===== src/hw/rtl/energy_gated_angular_correlator_defines.svh =====
// ----------------------------------------------------------------------------
// Energy gated angular correlator: assertion macros
// Shared property wrappers clocked on clk.
// ----------------------------------------------------------------------------
`ifndef ENERGY_GATED_ANGULAR_CORRELATOR_DEFINES_SVH
`define ENERGY_GATED_ANGULAR_CORRELATOR_DEFINES_SVH

// checked outside reset
`define EGAC_ASSERT(name, prop, msg) \
  name: assert property (@(posedge clk) disable iff (rst) prop) else $error(msg);

// checked on every edge, reset included
`define EGAC_ASSERT_ALWAYS(name, prop, msg) \
  name: assert property (@(posedge clk) prop) else $error(msg);

`endif


===== src/hw/rtl/egac_pkg.sv =====
// ----------------------------------------------------------------------------
// Energy gated angular correlator package
// Widths, register indexes, controller codes and control structs.
// ----------------------------------------------------------------------------
`default_nettype none

package egac_pkg;

  localparam int CoordBits   = 32;
  localparam int CosFracBits = 15;
  localparam int QBits       = CosFracBits + 2;
  localparam int CosW        = 16;
  localparam int EnergyW     = 24;
  localparam int IndexW      = 4;
  localparam int NumWin      = 4;
  localparam int NumRegs     = 2 * NumWin;
  localparam int MulW        = CoordBits + 1;
  localparam int ProdW       = 2 * MulW;
  localparam int NormW       = 2 * CoordBits;
  localparam int DotW        = ProdW;
  localparam int PW          = 2 * NormW;
  localparam int RootW       = NormW;
  localparam int RemW        = RootW + 4;
  localparam int NumW        = NormW + QBits - 1;
  localparam int CntW        = 6;

  localparam logic [QBits-1:0] QOne = QBits'(1) << CosFracBits;

  // window slots, also flag bits
  localparam int WinG1 = 0;
  localparam int WinG2 = 1;
  localparam int WinE1 = 2;
  localparam int WinE2 = 3;

  localparam logic [1:0] KindG1G2 = 2'd0;
  localparam logic [1:0] KindG1E2 = 2'd1;
  localparam logic [1:0] KindE1G2 = 2'd2;
  localparam logic [1:0] KindE1E2 = 2'd3;

  localparam logic [EnergyW-1:0] WinLoReset [NumWin] =
    '{24'd635000, 24'd410000, 24'd552000, 24'd327000};
  localparam logic [EnergyW-1:0] WinHiReset [NumWin] =
    '{24'd637000, 24'd413000, 24'd554000, 24'd330000};

  // multiplier schedule
  localparam logic [3:0] MulSqA    = 4'd0;
  localparam logic [3:0] MulSqB    = 4'd3;
  localparam logic [3:0] MulCross  = 4'd6;
  localparam logic [3:0] MulNormLL = 4'd9;
  localparam logic [3:0] MulNormLH = 4'd10;
  localparam logic [3:0] MulNormHL = 4'd11;
  localparam logic [3:0] MulNormHH = 4'd12;
  localparam logic [3:0] MulSteps  = 4'd13;

  localparam logic [CntW-1:0] SqrtLast = CntW'(RootW - 1);
  localparam logic [CntW-1:0] DivLast  = CntW'(QBits - 1);

  typedef struct packed {
    logic       check;
    logic       mul_en;
    logic [3:0] mul_step;
    logic       sqrt_init;
    logic       sqrt_step;
    logic       div_init;
    logic       div_step;
    logic       out_load;
  } egac_cmd_t;

  typedef struct packed {
    logic pair_hit;
    logic zero_norm;
    logic out_free;
  } egac_status_t;

endpackage

`default_nettype wire


===== src/hw/rtl/egac_ctrl.sv =====
// ----------------------------------------------------------------------------
// Correlator controller
// Sequences classification, multiplies, square root, divide and output.
// ----------------------------------------------------------------------------
`default_nettype none

module egac_ctrl import egac_pkg::*; (
  input  wire logic         clk,
  input  wire logic         rst,
  input  wire logic         hit_fire,
  input  wire egac_status_t status,
  output logic              hit_ready,
  output egac_cmd_t         cmd
);

  localparam logic [2:0] StIdle  = 3'd0;
  localparam logic [2:0] StCheck = 3'd1;
  localparam logic [2:0] StMul   = 3'd2;
  localparam logic [2:0] StEval  = 3'd3;
  localparam logic [2:0] StSqrt  = 3'd4;
  localparam logic [2:0] StDivI  = 3'd5;
  localparam logic [2:0] StDiv   = 3'd6;
  localparam logic [2:0] StFin   = 3'd7;

  logic [2:0]      state, state_next;
  logic [CntW-1:0] cnt, cnt_next;

  always_ff @(posedge clk) begin
    if (rst) begin
      state <= StIdle;
      cnt   <= '0;
    end else begin
      state <= state_next;
      cnt   <= cnt_next;
    end
  end

  always_comb begin
    state_next = state;
    cnt_next   = cnt;
    cmd        = '0;
    hit_ready  = 1'b0;
    case (state)
      StIdle: begin
        hit_ready = 1'b1;
        if (hit_fire) state_next = StCheck;
      end
      StCheck: begin
        cmd.check = 1'b1;
        cnt_next  = '0;
        state_next = status.pair_hit ? StMul : StIdle;
      end
      StMul: begin
        cmd.mul_step = cnt[3:0];
        cmd.mul_en   = (cnt[3:0] != MulSteps);
        cnt_next     = cnt + 1'b1;
        if (cnt[3:0] == MulSteps) state_next = StEval;
      end
      StEval: begin
        cmd.sqrt_init = 1'b1;
        cnt_next      = '0;
        state_next    = status.zero_norm ? StFin : StSqrt;
      end
      StSqrt: begin
        cmd.sqrt_step = 1'b1;
        cnt_next      = cnt + 1'b1;
        if (cnt == SqrtLast) state_next = StDivI;
      end
      StDivI: begin
        cmd.div_init = 1'b1;
        cnt_next     = '0;
        state_next   = StDiv;
      end
      StDiv: begin
        cmd.div_step = 1'b1;
        cnt_next     = cnt + 1'b1;
        if (cnt == DivLast) state_next = StFin;
      end
      StFin: begin
        if (status.out_free) begin
          cmd.out_load = 1'b1;
          state_next   = StIdle;
        end
      end
      default: state_next = StIdle;
    endcase
  end

endmodule

`default_nettype wire


===== config.mk =====
export PLATFORM = sky130hd
export DESIGN_NAME = egac_ctrl
export DESIGN_NICKNAME = d
export VERILOG_FILES = /design/src/hw/rtl/energy_gated_angular_correlator_defines.svh /design/src/hw/rtl/egac_pkg.sv /design/src/hw/rtl/egac_ctrl.sv
export SDC_FILE = /design/constraint.sdc
export NUM_CORES = 1
export LEC_CHECK = 0
export BUFFER_PORTS_ARGS = -buffer_cell sky130_fd_sc_hd__buf_2
export CAP_MARGIN = 10
export CORE_MARGIN = 2
export CORE_UTILIZATION = 40
export DETAILED_ROUTE_END_ITERATION = 8
export SYNTH_ARGS = -nofsm -noshare
export SYNTH_HDL_FRONTEND = slang
export SYNTH_SLANG_ARGS = --single-unit

===== constraint.sdc =====
create_clock -name clk -period 3.82 [get_ports clk]
set_input_delay 0.191 -clock clk [delete_from_list [all_inputs] [get_ports clk]]
set_output_delay 0.191 -clock clk [all_outputs]
set_load 0.005 [all_outputs]

==> results of run 1 <==
[cell usage in the layout, fill, tap and decap left out, types with 2 or more instances in the layout]
master / n
a31oi_1: 2
nor3_1: 2
nand3_1: 4
a21oi_1: 3
clkbuf_4: 3
o21ai_0: 6
dfxtp_1: 9
ha_1: 3
a21o_1: 3
inv_1: 4
nor3b_1: 3
o31ai_1: 2
nor2_1: 9
nand2_1: 10
a32oi_1: 2
buf_2: 17
and2_1: 6
[how the worst max path moves through the flow]
stage	from	endpoint	slack, ns	depth (start not counted)
global placement	state[2]	cnt[5]	2.08	4
finish	state[2]	cmd[10]	1.98	3
detailed placement	state[2]	cnt[5]	2.04	4
global route	state[0]	cmd[5]	1.79	3
CTS	state[2]	cmd[10]	1.99	3
floorplan	cnt[0]	cnt[5]	2.44	4
[area by class of cell]
type | count | share of cell area (%)
Inverter | 4 | 1.88
Tap cell | 17 | 2.66
Timing Repair Buffer | 17 | 10.6
Clock buffer | 4 | 3.29
Multi-Input combinational cell | 74 | 59.0
Sequential cell | 9 | 22.5
[state kept, by name (all words and copies together) (netlist names)]
signal,flops
state,3
cnt,6
[logic make-up (layout without fill, tap and decap cells)]
logic type	after synthesis	in the layout
buffers and inverters	13	25
flip-flops	9	9
multiplexers	1	1
adder cells (fa/ha/maj)	3	3
AO/OA/AOI/OAI	28	28
AND/OR/NAND/NOR	42	42
[power groups by stage]
stage               Clock [uW]  Sequential (uW)  Combinational, uW
finish                    71.7              114               34.3
detailed placement           0              116               34.6
CTS                       74.4              114               34.8
floorplan                    0              103               34.9
global route              77.6              116               40.3
global placement             0              115               34.3
[critical path, cell delays in order, from the launching register on]
cell and delay, ns:
dfxtp_1 0.78, nor2_1 0.26, and2_1 0.23, buf_2 0.12
[metal layers]
layer	global-route usage [%]	vias to the layer above	wire length (um)
met1	19.2	338	758
met2	30.8	16	814
met5	0	-	0
li1	-	373	-
met4	2.86	0	0
met3	5.95	0	66
[metrics by stage]
| stage | util (%) | power [uW] | cells |
|---|---|---|---|
| 3_5_place_dp | 45.8 | 150 | 121 |
| 4_1_cts | 47.3 | 223 | 125 |
| 6_report | 47.3 | 220 | 125 |
| 5_1_grt | 47.3 | 233 | 125 |
| 2_1_floorplan | - | 138 | 96 |
| 3_3_place_gp | 45.8 | 150 | 121 |
==> flow_metrics.tcl, run 1 <==
set metrics [dict create \
    run_status "finished, final reports clean" \
    fin_area_sq_um 800 \
    htreeDepth 1 \
    grt_max_degree 26 \
    setup_violations 0 \
    synthAdderAreaFrac_pct 5.33 \
    hold_depth 2 \
    cts.path.max_buffers 2 \
    finalCriticalPeriod_ns 1.84 \
    synth_edf_count 0 \
    hold_path_end "cnt[5]" \
    synth_xor_area_share_pct 0 \
    worst-slew-pin-transition_ns 0.753 \
    synth-seq-cells 9 \
    worstSetupPathType "reg2out" \
    relSlewSlack_pct 49.7 \
    r2r-end "cnt[5]" \
    seq_power_share_pct 51.8 \
    numCtsBuffers 3 \
    clk_latency_ns 0.26 \
    core_sq_um 1690 \
    die_height_um 46.0 \
    yosysWarnings 0 \
    cts_hold_buf 0 \
    track_usage_pct 17.0 \
    synth_nets 105 \
    synth_cells 96 \
    synth_compound_area_share_pct 28.1 \
    placed_area_sq_um 773 \
    clock_power_share_pct 32.6 \
    ir_drop_mv 0.170 \
    antenna_found_initial 0 \
    comb_power_share_pct 15.6 \
    synth-simple-area-share_pct 32.1 \
    crit_fanout 23 \
    cts_setup_buffers 0 \
    holdWs_ns 0.223 \
    syn_area_sq_um 704 \
    port_buffers 17 \
    r2r_start "state[2]" \
    row_count 15 \
    powerDensity_nw_per_um2 275 \
    ys_seq_area_share_pct 25.6 \
    async_reset_ff_share_pct 0 \
    route.antenna.remaining_nets 0 \
    grt_pass1_vias 629 \
    die-area_sq_um 2110 \
    place.gp.congestion 0.774 \
    leakage_uw 0.000306 \
    grt_pass1_wl_mm 2.64 \
    clkTransAtPathRegs_ns 0.06 \
    place_ws_ns 2.04 \
    finalNetCount 118 \
    vias 727 \
    avgSynthCellArea_sq_um 7.34 \
    cts_tree "yes" \
    via_per_inst 5.82 \
    slew_violations 0 \
    drive_above_1_share_pct 22.2 \
    yosysMostFrequentCell "nand2_1" \
    worstHoldStart "rst" \
    hold_viol 0 \
    rsz0062_at_grt "no" \
    required_ns 3.63 \
    globalRouteOverflowTotal 0 \
    cts.sinks 9 \
    synthToLayoutAreaGrowth_pct 13.5 \
    period_share_pct 48.2 \
    maxCapViolCount 0 \
    seq_area_sq_um 180 \
    p_int_uw 155 \
    yosysTopAreaCellShare_pct 25.6 \
    root_buffer "clkbuf_4" \
    synth_top_family_by_area "simple AND/OR/NAND/NOR gates" \
    fin_skew_ns 0.00194 \
    ios 18 \
    synthFlopType "dfxtp_1" \
    place_hpwl_mm 1.15 \
    arrival_ns 1.65 \
    cp-end-kind "primary output" \
    tns_ns 0 \
    netSwitchingPower_uw 64.7 \
    synth_top_area_cell "dfxtp_1" \
    antenna_cells 0 \
    multi_input_area_sq_um 472 \
    start_kind "register" \
    rr_worst_depth 4 \
    drt-initial-drc-count 13 \
    fmax_ghz 0.544 \
    ff2ff_setup_slack_ns 2.01 \
    routed_wl_mm 1.64 \
    firstDrtPassIters 6 \
    dieWidth_um 46.0 \
    min_path_type "in2reg" \
    initial_core_util_pct 41.7 \
    synth_cell_types 37 \
    synthTopCellsByCount "nand2_1, dfxtp_1, nor2_1, and2_1, o21ai_0" \
    yosys-top-cells-area "dfxtp_1, and2_1, ha_1" \
    cts_resized 0 \
    fillers 197 \
    synthMuxAreaShare_pct 1.42 \
    p_sw_share_pct 29.4 \
    routedWlPerCell_um 13.1 \
    drc 0 \
    setup_slack_ns 1.98 \
]
(Power assumes the default switching activity.)
==> run 2, diff against run 1 <==
PLACE_DENSITY = 0.65   (was not set)
clock period = 1.6 ns   (was 3.82 ns; I/O delays follow)
==> run 2 against run 1 <==
Compared with the run above:
- register-to-register slack lost 1.9 ns
- power grew to 2.5 times the previous value
- critical endpoint is now cnt[5]
- count of clock-buffer cells in the layout is the same
- wire length grew 13%
- sequential cell count is the same
- global-route usage grew 2.3 points
- via count grew 4.5%
- combinational power grew to 3.7 times the previous value
- final cell count grew 6.4%
- setup slack lost 1.8 ns
- hold slack lost 0.10 ns
- critical path type is now reg2reg
==> flow_metrics.tcl, run 2 (synthesis results as in run 1) <==
set metrics [dict create \
    htreeDepth 1 \
    firstDrtPassIters 4 \
    period_share_pct 91.1 \
    grt_pass1_vias 642 \
    leakage_uw 0.000353 \
    largest-register "cnt" \
    dieWidth_um 46.0 \
    routedWlPerCell_um 13.9 \
    cp-end-kind "register" \
    powerDensity_nw_per_um2 644 \
    fmax_ghz 0.686 \
    die-area_sq_um 2110 \
    core_sq_um 1690 \
    port_buffers 17 \
    crit_slowest_cell "or4_1" \
    p_int_uw 388 \
    run_status "finished, final reports clean" \
    root_buffer "clkbuf_4" \
    antenna_cells 0 \
    initial_core_util_pct 41.7 \
    place_hpwl_mm 1.36 \
    cts.sinks 9 \
    fin_skew_ns 0.00149 \
    place_inst 129 \
    place.gp.congestion 0.814 \
    placed_area_sq_um 833 \
    required_ns 1.80 \
    final_cells 133 \
    maxCapViolCount 0 \
    globalRouteOverflowTotal 0 \
    drive_above_1_share_pct 29.3 \
    final_common_cell "buf_2" \
    worstSetupPathType "reg2reg" \
    clk_latency_ns 0.26 \
    crit_chain "nand3_2, or4_1, a21o_1, a21oi_2" \
    p_sw_share_pct 30.5 \
    comb_power_share_pct 23.0 \
    grt_pass1_wl_mm 2.91 \
    row_count 15 \
    largest_reg_flops 6 \
    slew_violations 0 \
    antenna_found_initial 0 \
    setup_violations 0 \
    clock_power_share_pct 32.3 \
    fin_area_sq_um 867 \
    clkTransAtPathRegs_ns 0.06 \
    max_stage_delay_ns 0.48 \
    relSlewSlack_pct 68.3 \
    track_usage_pct 19.4 \
    worst-slew-pin-transition_ns 0.474 \
    rsz0062_at_grt "no" \
    die_height_um 46.0 \
    vias 760 \
    hold_viol 0 \
    via_per_inst 5.71 \
    finalNetCount 126 \
    layout_common_cells "buf_2, nand2_1, nor2_1" \
    seq_power_share_pct 44.6 \
    drc 0 \
    numCtsBuffers 3 \
    tns_ns 0 \
    path_buf_inv 0 \
    ir_drop_mv 0.519 \
    ios 18 \
    fillers 175 \
    routed_wl_mm 1.84 \
    crit_fanout 7 \
    cts_tree "yes" \
    grt_max_degree 14 \
    finalCriticalPeriod_ns 1.46 \
    netSwitchingPower_uw 170 \
    arrival_ns 1.66 \
    cp_top_family "simple AND/OR/NAND/NOR gates" \
    drt-initial-drc-count 4 \
    min_path_type "in2reg" \
    route.antenna.remaining_nets 0 \
    start_kind "register" \
    cts.path.max_buffers 2 \
    synthToLayoutAreaGrowth_pct 23.1 \
    reg_top3 "cnt x6, state x3" \
]
## run 2: what timing repair did
action | CTS | global route
resized for setup | 0 | 3
hold buffers | 0 | 0
setup endpoints to repair | 0 | 7
buffers inserted | 0 | 0
## run 2: final timing paths
check / depth (start not counted) / slack (ns) / start / to
setup / recovery: 4 / 0.14 / cnt[1] / cnt[5]
hold / removal: 2 / 0.12 / rst / cnt[5]
setup reg to reg: 4 / 0.14 / cnt[1] / cnt[5]
hold reg to reg: 2 / 0.52 / state[2] / state[2]
## run 2: metal layers
metal | track usage (%) | up-vias | share of wire (%)
li1 | - | 388 | -
met1 | 23.2 | 347 | 45
met2 | 33.9 | 23 | 49
met3 | 5.95 | 2 | 5.0
met4 | 3.43 | 0 | 0.65
met5 | 0 | - | 0
## run 2: power by group through the flow
| stage | Sequential, uW | Clock, uW | Combinational (uW) |
|---|---|---|---|
| detailed placement | 253 | 0 | 125 |
| global route | 251 | 203 | 144 |
| CTS | 248 | 190 | 126 |
| floorplan | 246 | 0 | 83.4 |
| finish | 249 | 181 | 128 |
| global placement | 252 | 0 | 124 |
## run 2: layout make-up
cell class	count	area (sq um)	share of cell area (%)
clock buffers	4	26.3	3.03
inverters	4	15.0	1.73
multi-input cells	74	478	55.1
flip-flops and latches	9	181	20.9
well taps	17	21.3	2.45
repair buffers	25	145	16.7
## run 2: per-stage QoR
step	hold WS, ns	utilization [%]	setup WS [ns]	total power, uW
2_1_floorplan	0.265	-	0.216	329
3_3_place_gp	0.390	49.3	0.144	376
3_5_place_dp	0.395	49.3	0.0914	378
4_1_cts	0.115	50.9	0.0697	563
5_1_grt	0.145	51.3	0.0256	598
6_report	0.123	51.3	0.142	558
